<file path="config.mk">
export PLATFORM = sky130hd
export DESIGN_NAME = fcce_ctrl
export DESIGN_NICKNAME = d
export VERILOG_FILES = /design/src/sv/fcce_pkg.sv /design/src/sv/fcce_ctrl.sv
export SDC_FILE = /design/constraint.sdc
export NUM_CORES = 1
export LEC_CHECK = 0
export BUFFER_PORTS_ARGS = -buffer_cell sky130_fd_sc_hd__buf_2
export CORE_UTILIZATION = 45
export DETAILED_ROUTE_END_ITERATION = 6
export PLACE_DENSITY_LB_ADDON = 0.3
export SETUP_SLACK_MARGIN = 0.2
export SYNTH_ARGS = -nofsm -noshare
export SYNTH_HDL_FRONTEND = slang
export SYNTH_SLANG_ARGS = --single-unit
</file>
<file path="constraint.sdc">
create_clock -name clk -period 3.5 [get_ports clk]
set_input_delay 0.35 -clock clk [delete_from_list [all_inputs] [get_ports clk]]
set_output_delay 0.35 -clock clk [all_outputs]
set_load 0.005 [all_outputs]
</file>
<file path="src/sv/fcce_pkg.sv">
// ----------------------------------------------------------------------------
// fcce_pkg
// Shared types and constants for the cluster chain engine.
// ----------------------------------------------------------------------------
package fcce_pkg;

    localparam int CL_W   = 14;
    localparam int LIM_W  = 15;
    localparam int WORD_W = 32;
    localparam int LINK_W = 28;
    localparam int IDX_W  = 2;

    localparam logic [LIM_W-1:0]  MAX_CLUSTERS  = 15'd16384;
    localparam logic [LINK_W-1:0] END_MARK      = 28'hFFFFFF8;
    localparam logic [WORD_W-1:0] COUNT_UNKNOWN = 32'hFFFFFFFF;

    localparam logic [IDX_W-1:0] REG_ROOT       = 2'd0;
    localparam logic [IDX_W-1:0] REG_COUNT      = 2'd1;
    localparam logic [IDX_W-1:0] REG_START_HINT = 2'd2;
    localparam logic [IDX_W-1:0] REG_START_FREE = 2'd3;

    typedef enum logic [1:0] {
        FUNC_WRITE   = 2'd0,
        FUNC_READ    = 2'd1,
        FUNC_ADVANCE = 2'd2,
        FUNC_WALK    = 2'd3
    } func_t;

    typedef enum logic [1:0] {
        ST_OK      = 2'd0,
        ST_END     = 2'd1,
        ST_NO_FREE = 2'd2,
        ST_RANGE   = 2'd3
    } status_t;

    typedef struct packed {
        func_t              func;
        logic [CL_W-1:0]    cluster;
        logic [WORD_W-1:0]  entry_value;
        logic [LIM_W-1:0]   steps;
    } req_t;

    typedef struct packed {
        logic [WORD_W-1:0]  free_now;
        logic [WORD_W-1:0]  hint_now;
        logic [LINK_W-1:0]  result_cluster;
        status_t            status;
    } rsp_t;

    typedef struct packed {
        logic [CL_W-1:0]    root;
        logic [LIM_W-1:0]   limit;
    } cfg_t;

    typedef struct packed {
        logic               load;
        logic [WORD_W-1:0]  hint;
        logic [WORD_W-1:0]  free;
    } reload_t;

    typedef struct packed {
        logic               en;
        logic [CL_W-1:0]    addr;
        logic [WORD_W-1:0]  data;
    } tbl_wr_t;

endpackage

</file>
<file path="src/sv/fcce_ctrl.sv">
// ----------------------------------------------------------------------------
// fcce_ctrl
// Request sequencer: one cursor shared by
// reads, next-fit free search and chain walks; holds hint and free count.
// ----------------------------------------------------------------------------
module fcce_ctrl
(
    input  logic                          clk,
    input  logic                          rst_n,
    input  fcce_pkg::cfg_t                cfg,
    input  fcce_pkg::reload_t             reload,
    input  logic                          in_valid,
    output logic                          in_ready,
    input  fcce_pkg::req_t                in_req,
    input  logic                          out_free,
    output logic                          done,
    output fcce_pkg::rsp_t                rsp,
    output fcce_pkg::tbl_wr_t             tbl_wr,
    output logic [fcce_pkg::CL_W-1:0]     tbl_rd_addr,
    input  logic [fcce_pkg::WORD_W-1:0]   tbl_rd_data
);
    import fcce_pkg::*;

    typedef enum logic [3:0] {
        S_IDLE,
        S_WRITE,
        S_ISSUE,
        S_CHECK,
        S_SCAN,
        S_LINK,
        S_MARK,
        S_RESP
    } state_t;

    state_t             state_reg,  state_next;
    func_t              func_reg,   func_next;
    logic [CL_W-1:0]    cl_reg,     cl_next;
    logic [WORD_W-1:0]  val_reg,    val_next;
    logic [LIM_W-1:0]   cnt_reg,    cnt_next;
    logic [LIM_W-1:0]   cur_reg,    cur_next;
    logic [LIM_W-1:0]   end_reg,    end_next;
    logic [LIM_W-1:0]   start_reg,  start_next;
    logic [LIM_W-1:0]   addrq_reg,  addrq_next;
    logic [LIM_W-1:0]   found_reg,  found_next;
    logic               pass_reg,   pass_next;
    logic               chk_reg,    chk_next;
    status_t            status_reg, status_next;
    logic [LINK_W-1:0]  res_reg,    res_next;
    logic [WORD_W-1:0]  hint_reg,   hint_next;
    logic [WORD_W-1:0]  free_reg,   free_next;

    logic [LINK_W-1:0]  link;
    logic [LIM_W-1:0]   root_ext;
    logic               hint_ok;

    assign link     = tbl_rd_data[LINK_W-1:0];
    assign root_ext = {1'b0, cfg.root};
    assign hint_ok  = (hint_reg >= WORD_W'(cfg.root)) && (hint_reg < WORD_W'(cfg.limit));

    always_comb
    begin
        state_next  = state_reg;
        func_next   = func_reg;
        cl_next     = cl_reg;
        val_next    = val_reg;
        cnt_next    = cnt_reg;
        cur_next    = cur_reg;
        end_next    = end_reg;
        start_next  = start_reg;
        addrq_next  = addrq_reg;
        found_next  = found_reg;
        pass_next   = pass_reg;
        chk_next    = chk_reg;
        status_next = status_reg;
        res_next    = res_reg;
        hint_next   = hint_reg;
        free_next   = free_reg;
        tbl_wr      = '0;
        in_ready    = 1'b0;
        done        = 1'b0;

        unique case (state_reg)
            S_IDLE:
            begin
                in_ready = 1'b1;
                if (in_valid)
                begin
                    func_next = in_req.func;
                    cl_next   = in_req.cluster;
                    val_next  = in_req.entry_value;
                    cnt_next  = in_req.steps;
                    cur_next  = {1'b0, in_req.cluster};
                    if ({1'b0, in_req.cluster} >= cfg.limit)
                    begin
                        status_next = ST_RANGE;
                        res_next    = LINK_W'(in_req.cluster);
                        state_next  = S_RESP;
                    end
                    else
                    begin
                        unique case (in_req.func)
                            FUNC_WRITE:
                            begin
                                state_next = S_WRITE;
                            end
                            FUNC_READ, FUNC_ADVANCE:
                            begin
                                state_next = S_ISSUE;
                            end
                            FUNC_WALK:
                            begin
                                if (in_req.steps == '0)
                                begin
                                    status_next = ST_OK;
                                    res_next    = LINK_W'(in_req.cluster);
                                    state_next  = S_RESP;
                                end
                                else
                                begin
                                    state_next = S_ISSUE;
                                end
                            end
                        endcase
                    end
                end
            end

            S_WRITE:
            begin
                tbl_wr.en   = 1'b1;
                tbl_wr.addr = cl_reg;
                tbl_wr.data = val_reg;
                status_next = ST_OK;
                res_next    = '0;
                state_next  = S_RESP;
            end

            S_ISSUE:
            begin
                state_next = S_CHECK;
            end

            S_CHECK:
            begin
                unique case (func_reg)
                    FUNC_READ:
                    begin
                        res_next    = link;
                        status_next = (link >= END_MARK) ? ST_END : ST_OK;
                        state_next  = S_RESP;
                    end
                    FUNC_ADVANCE:
                    begin
                        if (link < END_MARK)
                        begin
                            res_next    = link;
                            status_next = ST_OK;
                            state_next  = S_RESP;
                        end
                        else
                        begin
                            start_next = hint_ok ? hint_reg[LIM_W-1:0] : root_ext;
                            cur_next   = hint_ok ? hint_reg[LIM_W-1:0] : root_ext;
                            end_next   = cfg.limit;
                            pass_next  = 1'b0;
                            chk_next   = 1'b0;
                            state_next = S_SCAN;
                        end
                    end
                    FUNC_WALK:
                    begin
                        if (link >= END_MARK)
                        begin
                            status_next = ST_END;
                            res_next    = LINK_W'(cur_reg);
                            state_next  = S_RESP;
                        end
                        else if (link >= LINK_W'(cfg.limit))
                        begin
                            status_next = ST_RANGE;
                            res_next    = link;
                            state_next  = S_RESP;
                        end
                        else
                        begin
                            cur_next = link[LIM_W-1:0];
                            cnt_next = cnt_reg - 1'b1;
                            if (cnt_reg == LIM_W'(1))
                            begin
                                status_next = ST_OK;
                                res_next    = link;
                                state_next  = S_RESP;
                            end
                            else
                            begin
                                state_next = S_ISSUE;
                            end
                        end
                    end
                    FUNC_WRITE:
                    begin
                        state_next = S_RESP;
                    end
                endcase
            end

            S_SCAN:
            begin
                priority if (chk_reg && (link == '0))
                begin
                    found_next = addrq_reg;
                    chk_next   = 1'b0;
                    state_next = S_LINK;
                end
                else if (cur_reg < end_reg)
                begin
                    chk_next   = 1'b1;
                    addrq_next = cur_reg;
                    cur_next   = cur_reg + 1'b1;
                end
                else if (chk_reg)
                begin
                    chk_next = 1'b0;
                end
                else if (!pass_reg)
                begin
                    pass_next = 1'b1;
                    cur_next  = root_ext;
                    end_next  = start_reg;
                end
                else
                begin
                    status_next = ST_NO_FREE;
                    res_next    = '0;
                    state_next  = S_RESP;
                end
            end

            S_LINK:
            begin
                tbl_wr.en   = 1'b1;
                tbl_wr.addr = cl_reg;
                tbl_wr.data = WORD_W'(found_reg);
                state_next  = S_MARK;
            end

            S_MARK:
            begin
                tbl_wr.en   = 1'b1;
                tbl_wr.addr = found_reg[CL_W-1:0];
                tbl_wr.data = WORD_W'(END_MARK);
                hint_next   = WORD_W'(found_reg) + 32'd1;
                if ((free_reg != COUNT_UNKNOWN) && (free_reg != '0))
                begin
                    free_next = free_reg - 32'd1;
                end
                status_next = ST_OK;
                res_next    = LINK_W'(found_reg);
                state_next  = S_RESP;
            end

            S_RESP:
            begin
                done = 1'b1;
                if (out_free)
                begin
                    state_next = S_IDLE;
                end
            end

            default:
            begin
                state_next = S_IDLE;
            end
        endcase

        if (reload.load)
        begin
            hint_next = reload.hint;
            free_next = reload.free;
        end
    end

    always_ff @(posedge clk or negedge rst_n)
    begin
        if (!rst_n)
        begin
            state_reg  <= S_IDLE;
            func_reg   <= FUNC_WRITE;
            cl_reg     <= '0;
            val_reg    <= '0;
            cnt_reg    <= '0;
            cur_reg    <= '0;
            end_reg    <= '0;
            start_reg  <= '0;
            addrq_reg  <= '0;
            found_reg  <= '0;
            pass_reg   <= 1'b0;
            chk_reg    <= 1'b0;
            status_reg <= ST_OK;
            res_reg    <= '0;
            hint_reg   <= '0;
            free_reg   <= COUNT_UNKNOWN;
        end
        else
        begin
            state_reg  <= state_next;
            func_reg   <= func_next;
            cl_reg     <= cl_next;
            val_reg    <= val_next;
            cnt_reg    <= cnt_next;
            cur_reg    <= cur_next;
            end_reg    <= end_next;
            start_reg  <= start_next;
            addrq_reg  <= addrq_next;
            found_reg  <= found_next;
            pass_reg   <= pass_next;
            chk_reg    <= chk_next;
            status_reg <= status_next;
            res_reg    <= res_next;
            hint_reg   <= hint_next;
            free_reg   <= free_next;
        end
    end

    assign tbl_rd_addr        = cur_reg[CL_W-1:0];
    assign rsp.status         = status_reg;
    assign rsp.result_cluster = res_reg;
    assign rsp.hint_now       = hint_reg;
    assign rsp.free_now       = free_reg;

`ifndef ASSERT_OFF
    a_wr_states: assert property (@(posedge clk) disable iff (!rst_n)
        tbl_wr.en |-> (state_reg == S_WRITE || state_reg == S_LINK || state_reg == S_MARK))
        else $error("table write outside a write state");

    a_one_at_a_time: assert property (@(posedge clk) disable iff (!rst_n)
        (in_valid && in_ready) |=> !in_ready)
        else $error("second request taken while busy");

    a_found_range: assert property (@(posedge clk) disable iff (!rst_n)
        (state_reg == S_MARK) |-> (found_reg < cfg.limit && found_reg >= root_ext))
        else $error("allocated cluster outside root..limit");

    a_free_step: assert property (@(posedge clk) disable iff (!rst_n)
        (!$stable(free_reg) && !$past(reload.load)) |-> (free_reg == $past(free_reg) - 32'd1))
        else $error("free count moved by more than one");
`endif

endmodule

</file>
* Yosys cells after proc, flatten, opt, wreduce, memory -nomap -nowiden
Cells that the tools add are included.
Operators by class: add/subtract/negate cells 4, $lt $le $gt $ge 7, equal/unequal tests 41, mux-type cells 84, bitwise gates (word level) 2, reductions and logical operators 32
Operator list (count):
- 2-to-1 mux 28 bit | 12
- 2-to-1 mux 15 bit | 19
- 2-to-1 mux 32 bit | 5
- one-hot mux 47 bit (3 select lines) | 1
- one-hot mux 28 bit (5 select lines) | 1
- one-hot mux 15 bit (2 select lines) | 3
- one-hot mux 28 bit (3 select lines) | 1
- one-hot mux 15 bit (3 select lines) | 1
- greater-or-equal comparator 32 x 14 -> 1 bit | 1
- < comparator 32 x 15 -> 1 bit | 1
- inequality test 32 bit, second input constant | 1
- nonzero test 32 bit | 1
- subtractor 32 x 1 -> 32 bit, second input constant | 1
- inequality test 3 bit, second input constant | 10
- greater-or-equal comparator 28 x 15 -> 1 bit | 1
- greater-or-equal comparator 28 bit, second input constant | 1
- logical NOT 28 bit | 1
- < comparator 28 bit, second input constant | 1
- 2-to-1 mux 4 bit | 7
- one-hot mux 4 bit (7 select lines) | 1
- 2-to-1 mux 2 bit | 13
- one-hot mux 4 bit (3 select lines) | 2
- inequality test 2 bit, second input constant | 11
- AND reduction 11 bit | 2
- 36 further kinds | 72
Storage, ports and cells: register bits after elaboration 238, input port bits 193

* Longest topological paths before layout
Gate-level depths: netlist (run 1).
depth in word-level cells 6, depth in mapped cells 11, mapped depth without buffers 10

* Least setup slack after synthesis (run 1)
No wires, ideal clock.
kind flip-flop to flip-flop, from reg cur_reg[2], to reg addrq_reg[10], arrival time 2790 ps, setup slack 585 ps, stages on the path, launching flop included 10, path buffers 1, path through dfrtp_1 -> ha_1 -> a21oi_1 -> o21ai_0 -> a311oi_1 -> o41ai_4 -> or2_2 -> nor2_1 -> buf_2 -> mux2_2
Between the ends: longest elaborated chain between the ends 2
Ends and longest elaborated chain:
- from (decl) | RTL line fcce_ctrl.sv:40 | logic [LIM_W-1:0] cur_reg, cur_next;
- from (signal assigned) | RTL line fcce_ctrl.sv:312 | cur_reg <= cur_next;
- < comparator 15 bit | RTL line fcce_ctrl.sv:215 | else if (cur_reg < end_reg)
- AND reduction 3 bit (no source line)
- to (signal assigned) | RTL line fcce_ctrl.sv:315 | addrq_reg <= addrq_next;
- to (decl) | RTL line fcce_ctrl.sv:43 | logic [LIM_W-1:0] addrq_reg, addrq_next;
Every way passes these cells. A chain may end at the register's enable or synchronous reset.

* Final worst setup path (run 1)
from reg hint_reg[9], to reg cur_reg[11]
Between the ends: longest elaborated chain between the ends 6
Ends and longest elaborated chain:
- from (decl) | RTL line fcce_ctrl.sv:49 | logic [WORD_W-1:0] hint_reg, hint_next;
- from (signal assigned) | RTL line fcce_ctrl.sv:321 | hint_reg <= hint_next;
- greater-or-equal comparator 32 x 14 -> 1 bit / < comparator 32 x 15 -> 1 bit (equally long branches) | RTL line fcce_ctrl.sv:58 | assign hint_ok = (hint_reg >= WORD_W'(cfg.root)) && (hint_reg < WORD_W'(cfg.limit));
- logical AND 1 bit (*) | RTL line fcce_ctrl.sv:58
- 2-to-1 mux 15 bit (*) | RTL line fcce_ctrl.sv:163 | cur_next = hint_ok ? hint_reg[LIM_W-1:0] : root_ext;
- 2-to-1 mux 15 bit (*) | RTL line fcce_ctrl.sv:154 | if (link < END_MARK)
- one-hot mux 15 bit (2 select lines) (*) | RTL line fcce_ctrl.sv:145 | unique case (func_reg)
- one-hot mux 15 bit (3 select lines) (*) | RTL line fcce_ctrl.sv:82 | unique case (state_reg)
Every way passes the cells marked *; elsewhere a longest branch is shown, timed or not. The select of a mux whose other input is x is not followed.

==> impl_metrics.csv, run 1 <==
group,metric,value,unit
die,pin_count,350,
sta,fin_worst_skew,0.0123,ns
run_status,status,"completed",
route,drc,0,
sta,worst_slew_pin_slew,0.898,ns
clocking,cts_tree,"yes",
sta,min_period_over_period,89.1,%
critical_path,cp-end-kind,"flop",
route,via_count,13400,
die,die_w,181,um
layout,fill_cells,2925,
critical_path,path_class,"reg2reg",
sta,finalSetupViolCount,0,
clocking,cts.sinks,237,
power,p_leak,8.55,nW
logic_synthesis,synthCells,1568,
route,finalWirelength,49000,um
critical_path,cp-start-kind,"flop",
min_path,holdCritStartpoint,"reload[24]",
critical_path,critPathRequiredTime,3.93,ns
logic_synthesis,synth_edf_count,0,
critical_path,reg2reg_depth,9,
layout,final_common_cell,"buf_2",
global_route,grt_pass1_wl,75000,um
power,power,0.0123,W
route,ant_nets,0,
die,fp.coreArea,0.0316,sq mm
layout,layout-drive-gt1-share,31.5,%
critical_path,arrival,3.55,ns
global_route,grt.overflow.total,0,
critical_path,crit_cells,9,
global_route,grt_max_degree,101,
route,wire_per_inst,21.1,um
global_route,grt_pass1_vias,13100,
logic_synthesis,async_flop_share,100,%
placed_design,gp_congestion,0.952,
min_path,min_path_type,"in2reg",
run,max_cap_viol_count,0,
sta,tns,0,ns
clocking,h-tree-depth,1,
logic_synthesis,ys_types,72,
critical_path,max_stage_delay,0.57,ns
critical_path,path_delay_family,"compound AO/OA/AOI/OAI gates",
clocking,cts.path.max_buffers,3,
logic_synthesis,syn_area_per_cell,9.22,sq um
sta,fin_crit,3.12,ns
layout,layout.nets,2166,
die,dieArea,0.0328,sq mm
logic_synthesis,netlist_area,0.0145,sq mm
route,drt_pass1_iterations,5,
sta,final-hold-violation-count,0,
clocking,cts_made_buffers,27,
die,die_h,181,um
logic_synthesis,ys_seq_area_share,41.3,%
clocking,insertion_delay,0.54,ns
sta,rsz0062_at_grt,"no",
logic_synthesis,yosys_warnings,0,
critical_path,path_max_fanout,16,
clocking,cts.clk_slew.worst_paths,0.06,ns
logic_synthesis,ys_seq_elements,237,
critical_path,critPathMostFrequentCell,"o21ai_0",
route,drtIter0Drc,1019,
global_route,grt.total_usage,29.5,%
die,initial_core_util,45.8,%
min_path,hold_path_depth,3,
critical_path,crit_chain,"ha_1 -> a21oi_1 -> o21ai_0 -> a211oi_1 -> o31ai_1 -> a21oi_4 -> mux2i_1 -> o21ai_0 -> a22o_1",
die,rows,65,
global_route,antenna_found_initial,5,
power,ir_worst_vdd,0.402,mV
layout,syn_to_final_growth,22.1,%
placed_design,port-buffer-count,345,
critical_path,r2r_start,"hint_reg[9]$_DFFE_PN0P_",
sta,slew_headroom,40.0,%
route,vias_per_cell,5.79,
sta,slew_violations,0,
critical_path,worstPathBufferInverterCount,0,
critical_path,slowest_stage,"a21oi_4",
placed_design,hpwlAfterDp,36600,um
layout,layout.cells.most_common_list,"buf_2 (343), nand2_1 (206), dfrtp_1 (205)",
logic_synthesis,syn_nets,1839,
power,power_per_cell_area,697,mW/mm^2
critical_path,crit_start,"hint_reg[9]$_DFFE_PN0P_",
logic_synthesis,synth_ff_type,"dfrtp_1",
clocking,clk_root_buffer_cell,"clkbuf_16",
sta,fmax,0.321,GHz
==> timing repair <==
| item | in CTS | in global routing |
|---|---|---|
| buffers inserted | 0 | 0 |
| setup endpoints to repair | 3 | 1 |
| hold buffers | 2 | 0 |
| resized for setup | 1 | 1 |
| pin swaps | 0 | 0 |
| hold endpoints to repair | 91 | 0 |
==> kinds of logic after synthesis <==
kind of cell	Yosys count	share of synthesized area, %
simple gates	521	17.0
compound gates	375	16.3
flops	237	41.3
buf+inv	164	4.78
mux	139	10.6
fa+ha+maj	78	6.75
xor+xnor	54	3.27
==> where the power goes <==
part / total, W / switching, W / leakage [nW] / internal (W)
clock network: 0.00283 / 0.00116 / 0.428 / 0.00167
logic: 0.00520 / 0.00284 / 5.26 / 0.00235
registers: 0.00427 / 0.000686 / 2.87 / 0.00358
total: 0.0123 / 0.00469 / 8.55 / 0.00761
==> worst min-delay path: cells and delay by family <==
kind | cells | cell delay [ns]
buf+inv | 1 | 0.10
compound gates | 1 | 0.05
simple gates | 1 | 0.05
==> cells in the mapped netlist (6+ instances only) <==
cell	n	area share, %
nor2b_1	11	0.48
xnor2_1	36	2.2
xor2_1	18	1.1
mux2_2	104	8.1
a22o_1	37	2.2
nand2b_1	10	0.43
a31oi_1	18	0.78
and2_1	7	0.30
a211oi_1	7	0.36
buf_1	7	0.18
ha_1	78	6.8
a21o_1	18	0.94
and3_1	22	0.95
dfrtp_1	205	35
nor4_1	18	0.78
nand3_1	27	0.94
nor3_1	26	0.90
mux2i_1	32	2.2
nand4_1	23	1.0
inv_1	61	1.6
a21oi_1	66	2.3
a22oi_1	18	0.94
nand2_1	207	5.4
o21ai_0	143	5.0
dfstp_2	32	5.8
buf_4	14	0.73
a221oi_1	15	0.91
clkbuf_1	74	1.9
nor2_1	124	3.2
buf_2	6	0.21
or3_1	11	0.48
o21ai_1	11	0.38
==> metal layers <==
| metal | part of all wire, % | global-route usage [%] | up-vias |
|---|---|---|---|
| li1 | - | - | 6234 |
| met1 | 41 | 38.8 | 6509 |
| met2 | 47 | 48.2 | 587 |
| met3 | 7.2 | 4.60 | 107 |
| met4 | 4.1 | 12.2 | 2 |
| met5 | 0.027 | 0 | - |
==> per-stage QoR <==
stage               std cells  hold WS (ns)  utilization [%]  setup WS, ns  cell area [sq um]
floorplan                1568        0.0544                -         0.585              14500
global placement         2266         0.437             53.0         0.157              16700
detailed placement       2266         0.445             53.0         0.110              16700
CTS                      2317       0.00121             55.9         0.387              17600
global route             2320        0.0125             55.9         0.260              17600
finish                   2321        0.0168             55.9         0.381              17600
==> layout make-up <==
cell class / instances / area [sq um] / share of cell area (%)
antenna: 4 / 10.0 / 0.0567
timing repair buffer: 401 / 2240 / 12.7
multi-input combinational: 1167 / 7820 / 44.3
clock buffer: 40 / 774 / 4.39
clock inverter: 9 / 100 / 0.567
sequential: 237 / 5970 / 33.8
tap: 402 / 503 / 2.85
inverter: 61 / 229 / 1.30
==> worst paths after layout <==
kind | end | slack [ns]
setup / recovery | cur_reg[11]$_DFFE_PN0P_ | 0.38
hold / removal | free_reg[24]$_DFFE_PN1P_ | 0.02
setup reg to reg | cur_reg[11]$_DFFE_PN0P_ | 0.38
hold reg to reg | start_reg[10]$_DFFE_PN0P_ | 0.48
max in group asynchronous | end_reg[13]$_DFFE_PN0P_ | 2.19
min in group asynchronous | val_reg[29]$_DFFE_PN0P_ | 0.42
(Power assumes the default switching activity.)
==> run 2, diff against run 1 <==
==> constraint.sdc (replaced) <==
create_clock -name clk -period 2.81 [get_ports clk]
set_input_delay 0.281 -clock clk [delete_from_list [all_inputs] [get_ports clk]]
set_output_delay 0.281 -clock clk [all_outputs]
set_load 0.005 [all_outputs]
==> run 2 against run 1 <==
First-iteration DRC count increased by 6.0%; total power up 37%; the run now ends with DRC left; critical path depth unchanged; cell count increased by 9.0%; via count grew 10%; flip-flop and latch count is the same; cell area up 17%; hold slack got worse by 0.0065 ns; global-route usage rose by 3.1 points; worst setup slack worse by 0.34 ns; critical path type unchanged; register-to-register slack worse by 0.34 ns.
==> impl_metrics.csv, run 2 (synthesis gave the netlist of run 1 again) <==
group,metric,value,unit
layout,layout-drive-gt1-share,38.7,%
placed_design,gp_congestion,1.01,
clocking,cts_made_buffers,27,
power,power_per_cell_area,822,mW/mm^2
sta,whs,0.0103,ns
critical_path,path_max_fanout,6,
route,drc,3,
min_path,min_path_type,"in2reg",
layout,layout.nets,2379,
power,p_sw,0.00643,W
die,initial_core_util,45.8,%
critical_path,path_class,"reg2reg",
die,die_h,181,um
sta,finalSetupViolCount,0,
die,dieArea,0.0328,sq mm
critical_path,crit_chain,"ha_1 -> nand4_1 -> o41ai_4 -> buf_6 -> or2_4 -> o311a_1 -> o21a_4 -> buf_4 -> mux2_2",
clocking,cts.clk_slew.worst_paths,0.06,ns
die,die_w,181,um
global_route,met2_usage,54.1,%
route,vias_per_cell,5.84,
clocking,cts.path.max_buffers,3,
route,via_count,14800,
clocking,cts.sinks,237,
die,rows,65,
critical_path,critPathRequiredTime,3.24,ns
power,ir_worst_vdd,0.572,mV
route,wire_per_inst,22.0,um
run_status,violations,"DRC",
clocking,insertion_delay,0.55,ns
sta,fin_crit,2.77,ns
sta,tns,0,ns
layout,final_common_cell,"buf_2",
power,power.share.clock,22.7,%
global_route,grt_pass1_wl,82700,um
power,switching_share,38.1,%
global_route,grt_max_degree,91,
sta,slew_violations,0,
sta,fin_worst_skew,0.0106,ns
route,drtIter0Drc,1080,
layout,fill_cells,2513,
route,drt_pass1_iterations,7,
global_route,grt_pass1_vias,14500,
sta,slew_headroom,49.3,%
critical_path,max_stage_delay,0.43,ns
critical_path,arrival,3.19,ns
die,pin_count,350,
layout,post-route-util,65.2,%
global_route,grt.overflow.total,0,
placed_design,place_area,0.0174,sq mm
critical_path,cp-end-kind,"flop",
route,finalWirelength,55600,um
layout,layout.cells.most_common_list,"buf_2 (343), nand2_1 (199), dfrtp_1 (197)",
clocking,clk_root_buffer_cell,"clkbuf_16",
layout,syn_to_final_growth,42.4,%
power,pwr-share-seq,30.8,%
sta,min_period_over_period,98.5,%
critical_path,slowest_stage,"o41ai_4",
sta,worst_slew_pin_slew,0.760,ns
layout,final_area,0.0206,sq mm
global_route,use_met3,4.58,%
die,fp.coreArea,0.0316,sq mm
power,p_int,0.0105,W
critical_path,cp-start-kind,"flop",
critical_path,reg2reg_depth,9,
sta,rsz0062_at_grt,"yes",
global_route,use_met1,41.7,%
placed_design,hpwlAfterDp,38700,um
power,p_leak,9.86,nW
clocking,cts_tree,"yes",
placed_design,dp.cells,2344,
placed_design,port-buffer-count,345,
global_route,busiest_layer,"met2",
global_route,grt.total_usage,32.6,%
power,combinationalPowerShare,46.5,%
sta,final-hold-violation-count,0,
layout,final_cells,2530,
sta,fmax,0.361,GHz
global_route,antenna_found_initial,2,
route,ant_nets,0,
clocking,h-tree-depth,1,
min_path,hold_path_depth,3,
run,max_cap_viol_count,0,
run_status,status,"complete, but fails checks",
==> run 2: path summary, 6_finish.rpt <==
check                                               from                        to  slack (ns)
worst max-delay path             cur_reg[14]$_DFFE_PN0P_   res_reg[12]$_DFFE_PN0P_        0.04
worst min-delay path                             cfg[10]   end_reg[10]$_DFFE_PN0P_        0.01
worst max register to register   cur_reg[14]$_DFFE_PN0P_   res_reg[12]$_DFFE_PN0P_        0.04
worst min register to register  start_reg[2]$_DFFE_PN0P_  start_reg[2]$_DFFE_PN0P_        0.48
max in group asynchronous                          rst_n   hint_reg[4]$_DFFE_PN0P_        1.53
min in group asynchronous                          rst_n   val_reg[29]$_DFFE_PN0P_        0.33
==> run 2: final cells by class <==
class | count | area (sq um) | share of cell area, %
multi-input combinational | 1167 | 8640 | 42.0
sequential | 237 | 5980 | 29.1
timing repair buffer | 614 | 4250 | 20.7
clock buffer | 37 | 803 | 3.90
tap | 402 | 503 | 2.44
inverter | 61 | 229 | 1.11
clock inverter | 11 | 163 | 0.791
antenna | 1 | 2.50 | 0.0122
==> run 2: repair_timing <==
| item | in CTS | in global routing |
|---|---|---|
| resized for setup | 87 | 138 |
| hold buffers | 99 | 1 |
| setup endpoints to repair | 91 | 132 |
| gates cloned | 1 | 2 |
| endpoints found under the hold margin | 151 | 1 |
| pin swaps | 18 | 47 |
| buffers inserted | 9 | 25 |
==> run 2: per-layer routing <==
| layer | up-vias | part of all wire, % |
|---|---|---|
| met1 | 7245 | 40 |
| li1 | 6667 | - |
| met2 | 706 | 47 |
| met3 | 161 | 6.9 |
| met5 | - | 0 |
| met4 | 0 | 5.5 |
==> run 2: per-stage QoR <==
| step | total power (W) | worst slack [ns] |
|---|---|---|
| after floorplan | 0.00929 | 0.113 |
| after global placement | 0.0118 | -0.179 |
| after detailed placement | 0.0121 | -0.316 |
| after CTS | 0.0163 | 0.0811 |
| after global routing | 0.0178 | -0.0337 |
| final | 0.0169 | 0.0432 |
==> run 2: worst max-delay path: cells and delay by family, from the launching register on <==
kind                     cells  cell delay (ns)
AO/OA/AOI/OAI                3             0.79
adder cells (fa/ha/maj)      1             0.34
buffers and inverters        2             0.38
flip-flops                   1             0.42
multiplexers                 1             0.34
AND/OR/NAND/NOR              2             0.39
==> run 2: power groups by stage <==
stage               Sequential (W)  Combinational [W]  Clock [W]
global placement           0.00516            0.00669          0
global route               0.00533            0.00844    0.00404
detailed placement         0.00521            0.00685          0
floorplan                  0.00514            0.00415          0
CTS                        0.00518            0.00727    0.00389
finish                     0.00521            0.00785    0.00384
